--- config.mk ---
export PLATFORM = sky130hd
export DESIGN_NAME = stable_descending_key_index_sort
export DESIGN_NICKNAME = d
export VERILOG_FILES = /design/src/design/sdk_pkg.sv /design/src/design/stable_descending_key_index_sort.sv
export SDC_FILE = /design/constraint.sdc
export NUM_CORES = 1
export LEC_CHECK = 0
export BUFFER_PORTS_ARGS = -buffer_cell sky130_fd_sc_hd__buf_4
export CORE_ASPECT_RATIO = 0.9
export CORE_UTILIZATION = 60
export CTS_BUF_LIST = sky130_fd_sc_hd__clkbuf_8
export DETAILED_ROUTE_END_ITERATION = 10
export PLACE_DENSITY = 0.82
export SLEW_MARGIN = 10
export SYNTH_ARGS = -nofsm -noshare
export SYNTH_HDL_FRONTEND = slang
export SYNTH_SLANG_ARGS = --single-unit
--- constraint.sdc ---
create_clock -name i_clk -period 4.8 [get_ports i_clk]
set_input_delay 0.96 -clock i_clk [delete_from_list [all_inputs] [get_ports i_clk]]
set_output_delay 0.96 -clock i_clk [all_outputs]
set_load 0.02 [all_outputs]
--- src/design/sdk_pkg.sv ---
`timescale 1ns / 1ps

package sdk_pkg;

    localparam int KEY_W     = 8;
    localparam int OUT_IDX_W = 6;

    // Sequencer states, one-hot
    typedef enum logic [5:0] {
        S_LOAD    = 6'b000001,
        S_PASS    = 6'b000010,
        S_SCAN    = 6'b000100,
        S_FLUSH   = 6'b001000,
        S_EMIT_RD = 6'b010000,
        S_EMIT_LD = 6'b100000
    } t_state;

endpackage

--- src/design/stable_descending_key_index_sort.sv ---
`timescale 1ns / 1ps
// Loading: a run of n entries loads at one item per cycle; after the last item the
//   input is held off while the bubble sort passes (S_PASS, S_SCAN, S_FLUSH) run.
// Results: each result needs an S_EMIT_RD read and an S_EMIT_LD load, bounded by the
//   single read port of the entry memory, which also serves each sort pass.
// Reset: synchronous, active low; clears the sequencer, fill count, overflow flag and
//   output valid. The entry memory is not cleared; only written entries are read.
module stable_descending_key_index_sort #(
    parameter int MAX_ENTRIES = 32
) (
    input  logic                          i_clk,
    input  logic                          i_rst_n,
    // input channel
    input  logic                          i_in_valid,
    output logic                          o_in_ready,
    input  logic [sdk_pkg::KEY_W-1:0]     i_win_count,
    input  logic                          i_last_item,
    // result channel
    output logic                          o_out_valid,
    input  logic                          i_out_ready,
    output logic [sdk_pkg::OUT_IDX_W-1:0] o_entry_index,
    output logic [sdk_pkg::KEY_W-1:0]     o_sorted_count,
    output logic                          o_last_result,
    output logic                          o_overflow
);
    import sdk_pkg::*;

    localparam int AW = (MAX_ENTRIES > 1) ? $clog2(MAX_ENTRIES) : 1;  // entry address
    localparam int CW = $clog2(MAX_ENTRIES + 1);                        // fill count
    localparam int EW = KEY_W + AW;                                     // key over index

    // Entry memory: key in the upper bits, arrival index in the lower bits.
    logic [EW-1:0] r_mem [MAX_ENTRIES];
    logic [EW-1:0] r_q;

    logic          mem_we;
    logic [AW-1:0] mem_wa;
    logic [EW-1:0] mem_wd;
    logic          mem_re;
    logic [AW-1:0] mem_ra;

    t_state        r_state, n_state;
    logic [CW-1:0] r_fill;       // entries loaded in this run
    logic          r_ovf;        // items dropped in this run
    logic [CW-1:0] r_n;          // run length frozen at the end of loading
    logic [AW-1:0] r_lim;        // last position of the current pass
    logic [AW-1:0] r_pos;        // position of the entry now on r_q
    logic [AW-1:0] r_rd_addr;    // next address to read during a scan
    logic [AW-1:0] r_k;          // rank being emitted
    logic [EW-1:0] r_carry;      // entry bubbling to the right in this pass

    logic          r_out_valid;
    logic [OUT_IDX_W-1:0] r_out_idx;
    logic [KEY_W-1:0]     r_out_key;
    logic          r_out_last;
    logic          r_out_ovf;

    logic          in_acc;
    logic          room;
    logic [CW-1:0] run_len;
    logic          carry_lt;
    logic          out_free;
    logic          emit_last;

    assign o_in_ready = r_state[0];           // S_LOAD bit
    assign in_acc     = i_in_valid && o_in_ready;
    assign room       = r_fill < CW'(MAX_ENTRIES);
    // Length of the run once the current item is counted; fill never exceeds capacity.
    assign run_len    = room ? r_fill + CW'(1) : r_fill;
    // Strict less-than keeps equal keys in arrival order.
    assign carry_lt   = r_carry[EW-1 -: KEY_W] < r_q[EW-1 -: KEY_W];
    assign out_free   = !r_out_valid || i_out_ready;
    assign emit_last  = (CW'(r_k) + CW'(1)) == r_n;

    // Memory port control and next state
    always_comb begin
        mem_we  = 1'b0;
        mem_wa  = '0;
        mem_wd  = '0;
        mem_re  = 1'b0;
        mem_ra  = r_rd_addr;
        n_state = r_state;
        unique case (r_state)
            S_LOAD: begin
                // Write the item at the fill position, tagged with that position.
                if (in_acc && room) begin
                    mem_we = 1'b1;
                    mem_wa = r_fill[AW-1:0];
                    mem_wd = {i_win_count, r_fill[AW-1:0]};
                end
                if (in_acc && i_last_item) begin
                    n_state = (run_len == CW'(1)) ? S_EMIT_RD : S_PASS;
                end
            end
            S_PASS: begin
                // Open a pass at the head of the store.
                mem_re  = 1'b1;
                mem_ra  = '0;
                n_state = S_SCAN;
            end
            S_SCAN: begin
                // Settle position r_pos-1: the larger (or earlier on a tie) stays left.
                if (r_pos != '0) begin
                    mem_we = 1'b1;
                    mem_wa = r_pos - AW'(1);
                    mem_wd = carry_lt ? r_q : r_carry;
                end
                if (r_pos == r_lim) begin
                    n_state = S_FLUSH;
                end else begin
                    mem_re = 1'b1;
                end
            end
            S_FLUSH: begin
                // Drop the carried entry into the pass's last position.
                mem_we  = 1'b1;
                mem_wa  = r_lim;
                mem_wd  = r_carry;
                n_state = (r_lim == AW'(1)) ? S_EMIT_RD : S_PASS;
            end
            S_EMIT_RD: begin
                mem_re  = 1'b1;
                mem_ra  = r_k;
                n_state = S_EMIT_LD;
            end
            S_EMIT_LD: begin
                if (out_free) begin
                    n_state = emit_last ? S_LOAD : S_EMIT_RD;
                end
            end
            default: n_state = S_LOAD;
        endcase
    end

    // Entry memory, one write and one registered read per cycle
    always_ff @(posedge i_clk) begin
        if (mem_we) begin
            r_mem[mem_wa] <= mem_wd;
        end
        if (mem_re) begin
            r_q <= r_mem[mem_ra];
        end
    end

    // Control state
    always_ff @(posedge i_clk) begin
        if (!i_rst_n) begin
            r_state     <= S_LOAD;
            r_fill      <= '0;
            r_ovf       <= 1'b0;
            r_out_valid <= 1'b0;
        end else begin
            r_state <= n_state;
            if (r_state == S_LOAD && in_acc) begin
                if (room) begin
                    r_fill <= r_fill + CW'(1);
                end else begin
                    r_ovf <= 1'b1;
                end
            end
            // Start an empty run once the last result is loaded.
            if (r_state == S_EMIT_LD && out_free && emit_last) begin
                r_fill <= '0;
                r_ovf  <= 1'b0;
            end
            if (r_state == S_EMIT_LD && out_free) begin
                r_out_valid <= 1'b1;
            end else if (i_out_ready) begin
                r_out_valid <= 1'b0;
            end
        end
    end

    // Sort and emit datapath
    always_ff @(posedge i_clk) begin
        unique case (r_state)
            S_LOAD: begin
                r_n   <= run_len;
                r_lim <= AW'(run_len - CW'(1));
                r_k   <= '0;
            end
            S_PASS: begin
                r_pos     <= '0;
                r_rd_addr <= AW'(1);
            end
            S_SCAN: begin
                // Carry the smaller entry on; on a tie the later one moves right.
                if (r_pos == '0 || !carry_lt) begin
                    r_carry <= r_q;
                end
                if (r_pos != r_lim) begin
                    r_pos     <= r_pos + AW'(1);
                    r_rd_addr <= r_rd_addr + AW'(1);
                end
            end
            S_FLUSH: begin
                r_lim <= r_lim - AW'(1);
            end
            S_EMIT_RD: begin
            end
            S_EMIT_LD: begin
                if (out_free) begin
                    r_out_idx  <= OUT_IDX_W'(r_q[AW-1:0]);
                    r_out_key  <= r_q[EW-1 -: KEY_W];
                    r_out_last <= emit_last;
                    r_out_ovf  <= r_ovf;
                    r_k        <= r_k + AW'(1);
                end
            end
            default: begin
            end
        endcase
    end

    assign o_out_valid    = r_out_valid;
    assign o_entry_index  = r_out_idx;
    assign o_sorted_count = r_out_key;
    assign o_last_result  = r_out_last;
    assign o_overflow     = r_out_ovf;

endmodule

# Word level (Yosys, flattened, before mapping)

Memory sizes are Yosys's and may differ from the RTL's. A register that Yosys moved wholly into a read port is not among the register bits.
Cells that the tools add are included.
Widths: inputs -> output; s select.

Input port bits: 13
Output and inout bits: 18
Logic and storage cells: 98
Memories kept: 1
Register bits: 68
Bits in writable memories: 416

Memory list:

| name  | words | width | rd ports | clocked after Yosys merged registers in | wr ports | RTL line                               | RTL |
|---|---|---|---|---|---|---|---|
| r_mem | 32    | 13    | 1        | 1                                       | 1        | stable_descending_key_index_sort.sv:33 | `logic [EW-1:0] r_mem [MAX_ENTRIES];` |

Add/subtract/negate cells: 8
Magnitude comparators: 2
Equal/unequal tests: 15
Reduce and logical (&&, ||, !) cells: 24
Bitwise operators: 2
Muxes and demuxes: 32

Operators by type and width:

| cell                | count |
|---|---|
| $pmux 5 s2          | 5 |
| $mux 5              | 8 |
| $mux 13             | 3 |
| $pmux 13 s3         | 1 |
| $pmux 6 s6          | 1 |
| $mux 6              | 4 |
| $add 5x1->5 const B | 3 |
| $pmux 5 s3          | 1 |
| $sub 5x1->5 const B | 3 |
| $eq 6x1->1 const B  | 2 |
| $reduce_and 2->1    | 5 |
| $lt 8x8->1          | 1 |
| $ne 2x2->1 const B  | 4 |
| $reduce_bool 2->1   | 4 |
| $mux 1              | 7 |
| $add 5x1->6 const B | 1 |
| $add 6x1->6 const B | 1 |
| $eq 6x2->1 const B  | 1 |
| $eq 6x3->1 const B  | 1 |
| $eq 6x4->1 const B  | 1 |
| $eq 6x5->1 const B  | 1 |
| $eq 6x6->1          | 1 |
| $eq 6x6->1 const B  | 1 |
| $logic_and 1x1->1   | 6 |
| other kinds (13)    | 17 |

# Longest topological paths before layout

Depth after elaboration: 6
Depth in mapped cells: 11
Mapped depth without buffers: 9

# Worst setup path after synthesis

Ideal clock, no wire load.

Kind: register to register
From: reg r_pos[0]
To: mem r_mem[10][0] (netlist bit), enable pin
Data required time: 4.418 ns
Path slack: 1.474 ns
Path buffers: 1
Period minus slack after synthesis: 3.326 ns
Setup time: 0.382 ns
Arrival time: 2.943 ns
Cell stages (with the launch flop): 10
Path through: edfxtp_1 inv_1 ha_1 or3b_1 or2_1 and2_1 a221o_1 or3b_1 clkbuf_1 nor2_1

Cells in the longest elaborated chain, start to end: 5
Elaborated cells on any way between the ends: 8
Classes of those cells: 1 x add/sub; 6 x mux; 1 x reduce/logical

RTL lines:

| element                                             | RTL line                                | RTL |
|---|---|---|
| from (decl)                                         | stable_descending_key_index_sort.sv:47  | `logic [AW-1:0] r_pos;` |
| from (signal assigned)                              | stable_descending_key_index_sort.sv:192 | `r_pos <= r_pos + AW'(1);` |
| branches (longest 5 deep; another with $sub 5x1->5) | --                                      |  |
| to (decl)                                           | stable_descending_key_index_sort.sv:33  |  |

Several ways; the timed one is not identified.

# Worst setup path in the final report

From: reg r_state[1]
To: mem r_mem[22][9] (netlist bit), enable pin

Cells in the longest elaborated chain, start to end: 4
Elaborated cells on any way between the ends: 7
Classes of those cells: 3 x eq/ne; 4 x mux

RTL lines:

| element                            | RTL line                                | RTL |
|---|---|---|
| from (decl)                        | stable_descending_key_index_sort.sv:42  | `t_state r_state, n_state;` |
| from (signal assigned)             | stable_descending_key_index_sort.sv:153 | `r_state <= n_state;` |
| $eq 6x4->1 (tied with other cells) | stable_descending_key_index_sort.sv:83  | `unique case (r_state)` |
| $pmux 1 s3                         | stable_descending_key_index_sort.sv:83  |  |
| $mux 1                             | stable_descending_key_index_sort.sv:137 | `if (mem_we) begin` |
| $mux 1 (implied by the code)       | stable_descending_key_index_sort.sv:138 | `r_mem[mem_wa] <= mem_wd;` |

Several ways; a longest one is shown, not always the timed one.

==> flow_metrics.tcl <==
set metrics [dict create \
    run_status "finished clean" \
    preCtsSetupSlack_ns 0.976 \
    portBuffers 29 \
    power.density_mw_per_mm2 452 \
    row_count 63 \
    synth_flop_cell "sky130_fd_sc_hd__edfxtp_1" \
    synth_async_sr_flop_share_pct 0 \
    max_slew_violation_count 0 \
    grt_overflow_total 0 \
    worst_setup_hold_path_clk_slew_ns 0.06 \
    comb_power_share_pct 16.8 \
    global_route.usage.total_pct 29.5 \
    tritoncts_num_sinks 497 \
    globalplace.congestion 0.910 \
    synth.net_count 1514 \
    synthesis.area_per_instance_um2 13.9 \
    synth_top_area_cell "sky130_fd_sc_hd__edfxtp_1" \
    share_seq_of_total_power_pct 52.6 \
    peakVddDrop_mv 0.204 \
    via_count 13400 \
    coreArea_mm2 0.0333 \
    postCtsSetupBuffers 0 \
    detail_route.iter0.violations 1916 \
    yosys_warnings 0 \
    worst_path_max_delay_cell "sky130_fd_sc_hd__nor2_2" \
    setup_violations 0 \
    post-route-drc-count 0 \
    worst_hold_path_type "reg2reg" \
    leakage_uw 0.00804 \
    initial_antenna_violation_count 0 \
    area.sequential_mm2 0.0148 \
    syn-instance-count 1485 \
    drt_wl_total_mm 50.5 \
    synth.top_cells.by_count "sky130_fd_sc_hd__edfxtp_1 (483), sky130_fd_sc_hd__nand2_1 (225), sky130_fd_sc_hd__nor2_1 (74)" \
    ios 31 \
    synth.ff_latch_count 497 \
    layout.nets 1581 \
    cts.root.buffer_cell "sky130_fd_sc_hd__clkbuf_8" \
    final_hold_viol_count 0 \
    fillCellCount 2174 \
    post-place-cells 1929 \
    grt_pass1_wl_mm 75.8 \
    postCtsHoldBufs 0 \
    detail_route.vias_per_cell 6.49 \
    cts_repair_resize_count 0 \
    dieHeight_um 178 \
    crit_path_start_kind "flip-flop" \
    layout_setup_ws_ns 0.954 \
    power_report.internal_total_uw 7310 \
    die_area_mm2 0.0351 \
    final_hold_slack_ns 0.438 \
    cp_slowest_stage_delay_ns 0.63 \
    net-switching-power_uw 2960 \
    post_route_cells_drive_above_1_share_pct 11.8 \
    initial_core_util_pct 61.8 \
    achievable-frequency_ghz 0.260 \
    synth_area_leaders "sky130_fd_sc_hd__edfxtp_1 (70%), sky130_fd_sc_hd__nand2_1 (4.1%), sky130_fd_sc_hd__a211oi_1 (2.3%)" \
    cap_violations 0 \
    cts_htree_levels 3 \
    yosysSeqAreaShare_pct 71.8 \
    tritoncts_clock_tree "done" \
    final_min_period_over_clock_period_pct 80.1 \
    layout_min_cycle_time_ns 3.85 \
    end_kind "flip-flop" \
    rsz_0062_raised_after_global_routing "false" \
    cp_data_arrival_time_ns 4.17 \
    setup_total_negative_slack_ns 0 \
    die_x_um 197 \
    setup.worst_path.class "reg2reg" \
    firstDrtPassIters 6 \
    edff_count_synth 483 \
    final_antenna_net_count 0 \
    areaGrowthSynthToFinish_pct 10.2 \
    timing.max_slew.rel_slack_pct 21.8 \
    max-clock-path-buffers 3 \
    yosys.area.top_type_share_pct 70.4 \
    cts_buffers 76 \
    tightest_slew_ns 1.17 \
    fin_skew_ns 0.0344 \
    power.clock.fraction_pct 30.6 \
    p_sw_share_pct 28.9 \
    drt-wirelength-per-cell_um 24.5 \
    insertion_delay_ns 0.62 \
    syn-cell-area_mm2 0.0206 \
    multiInputGateArea_mm2 0.00523 \
    cp_cell_sequence "nor4_2 -> nand3_1 -> nor2_2 -> and2_1 -> a211o_1 -> or3b_1 -> nor2_1 -> buf_4" \
    yosysMostFrequentCell "sky130_fd_sc_hd__edfxtp_1" \
    netlist-cell-type-count 61 \
    grt_pass1_vias 12900 \
    required_time_worst_endpoint_ns 5.12 \
    grt_max_degree 122 \
    final_cell_count_no_fill 2060 \
    dpl.hpwl_mm 30.5 \
    critPathMaxFanout 18 \
]
[through the flow]
| step | area, um2 | utilization, % | power, uW |
|---|---|---|---|
| floorplan | 20600 | - | 6540 |
| global placement | 21400 | 64.1 | 7090 |
| detailed placement | 21400 | 64.1 | 7160 |
| CTS | 22700 | 68.1 | 10300 |
| global route | 22700 | 68.1 | 10600 |
| finish | 22700 | 68.1 | 10300 |
[sequential cells by signal (all words and copies together), names as in the netlist, 5 cells and up]
name	flops
r_pos	5
r_n	6
r_carry	13
r_state	6
o_sorted_count	8
r_lim	5
o_entry_index	5
r_fill	6
r_mem	416
r_rd_addr	5
r_k	5
r_q	13
[routing by layer]
layer / global-route usage [%] / wire length, um / vias to the layer above
li1: - / - / 5839
met1: 41.0 / 19400 / 6489
met2: 45.3 / 23300 / 895
met3: 6.20 / 5800 / 140
met4: 13.4 / 1970 / 0
met5: 0 / 0 / -
[logic make-up after synthesis]
logic type | after synthesis | share of synthesized area, %
simple gates | 447 | 9.96
buf+inv | 126 | 2.92
other cells | 1 | 0.0182
compound gates | 335 | 11.5
mux | 26 | 1.26
flops | 497 | 71.8
xor+xnor | 37 | 1.57
fa+ha+maj | 16 | 0.972
[worst paths after layout]
path                                               from                     end  slack (ns)  cells past startpoint
worst min register to register       r_ovf$_SDFFE_PP0P_    o_overflow$_DFFE_PP_        0.44                      0
worst max register to register  r_state[1]$_SDFFE_PN0P_  r_mem[22][9]$_DFFE_PP_        0.95                      8
worst max-delay path            r_state[1]$_SDFFE_PN0P_  r_mem[22][9]$_DFFE_PP_        0.95                      8
worst min-delay path                 r_ovf$_SDFFE_PP0P_    o_overflow$_DFFE_PP_        0.44                      0
[critical path, delay by kind of cell, from the launching register on]
| kind | cells | cell delay, ns |
|---|---|---|
| buffers and inverters | 1 | 0.28 |
| and+or+nand+nor | 6 | 2.73 |
| AOI/OAI and AO/OA | 1 | 0.15 |
| DFF | 1 | 0.39 |
[area by class of cell]
cell class	count	area share, %
Sequential cell	497	65.1
Multi-Input combinational cell	862	23.0
Clock buffer	79	4.79
Timing Repair Buffer	90	3.09
Tap cell	455	2.51
Clock inverter	51	1.06
Inverter	25	0.413
Antenna cell	1	0.0110
[cell usage in the layout (no fill, tap or decap), types with 14 or more instances in the layout]
cell type and instances:
sky130_fd_sc_hd__edfxtp_1 483, sky130_fd_sc_hd__nand2_1 223, sky130_fd_sc_hd__buf_4 88, sky130_fd_sc_hd__clkbuf_8 79
sky130_fd_sc_hd__nor2_1 74, sky130_fd_sc_hd__a21oi_1 67, sky130_fd_sc_hd__and3_1 66, sky130_fd_sc_hd__a211oi_1 64
sky130_fd_sc_hd__a32oi_1 51, sky130_fd_sc_hd__inv_1 45, sky130_fd_sc_hd__o21ai_0 33, sky130_fd_sc_hd__mux2i_1 26
sky130_fd_sc_hd__xor2_1 22, sky130_fd_sc_hd__nor3_1 22, sky130_fd_sc_hd__clkinv_1 22, sky130_fd_sc_hd__o22ai_1 16
sky130_fd_sc_hd__ha_1 16, sky130_fd_sc_hd__nand3_1 15, sky130_fd_sc_hd__xnor2_1 15, sky130_fd_sc_hd__a31oi_1 15
sky130_fd_sc_hd__a22oi_1 14, sky130_fd_sc_hd__dfxtp_1 14
[power by group through the flow]
| stage | registers (uW) | clock network, uW | logic [uW] |
|---|---|---|---|
| floorplan | 5380 | 0 | 1160 |
| global placement | 5470 | 0 | 1620 |
| detailed placement | 5480 | 0 | 1680 |
| CTS | 5390 | 3170 | 1700 |
| global route | 5410 | 3340 | 1870 |
| finish | 5400 | 3140 | 1730 |
No activity file was read; power rests on OpenSTA's default activity.
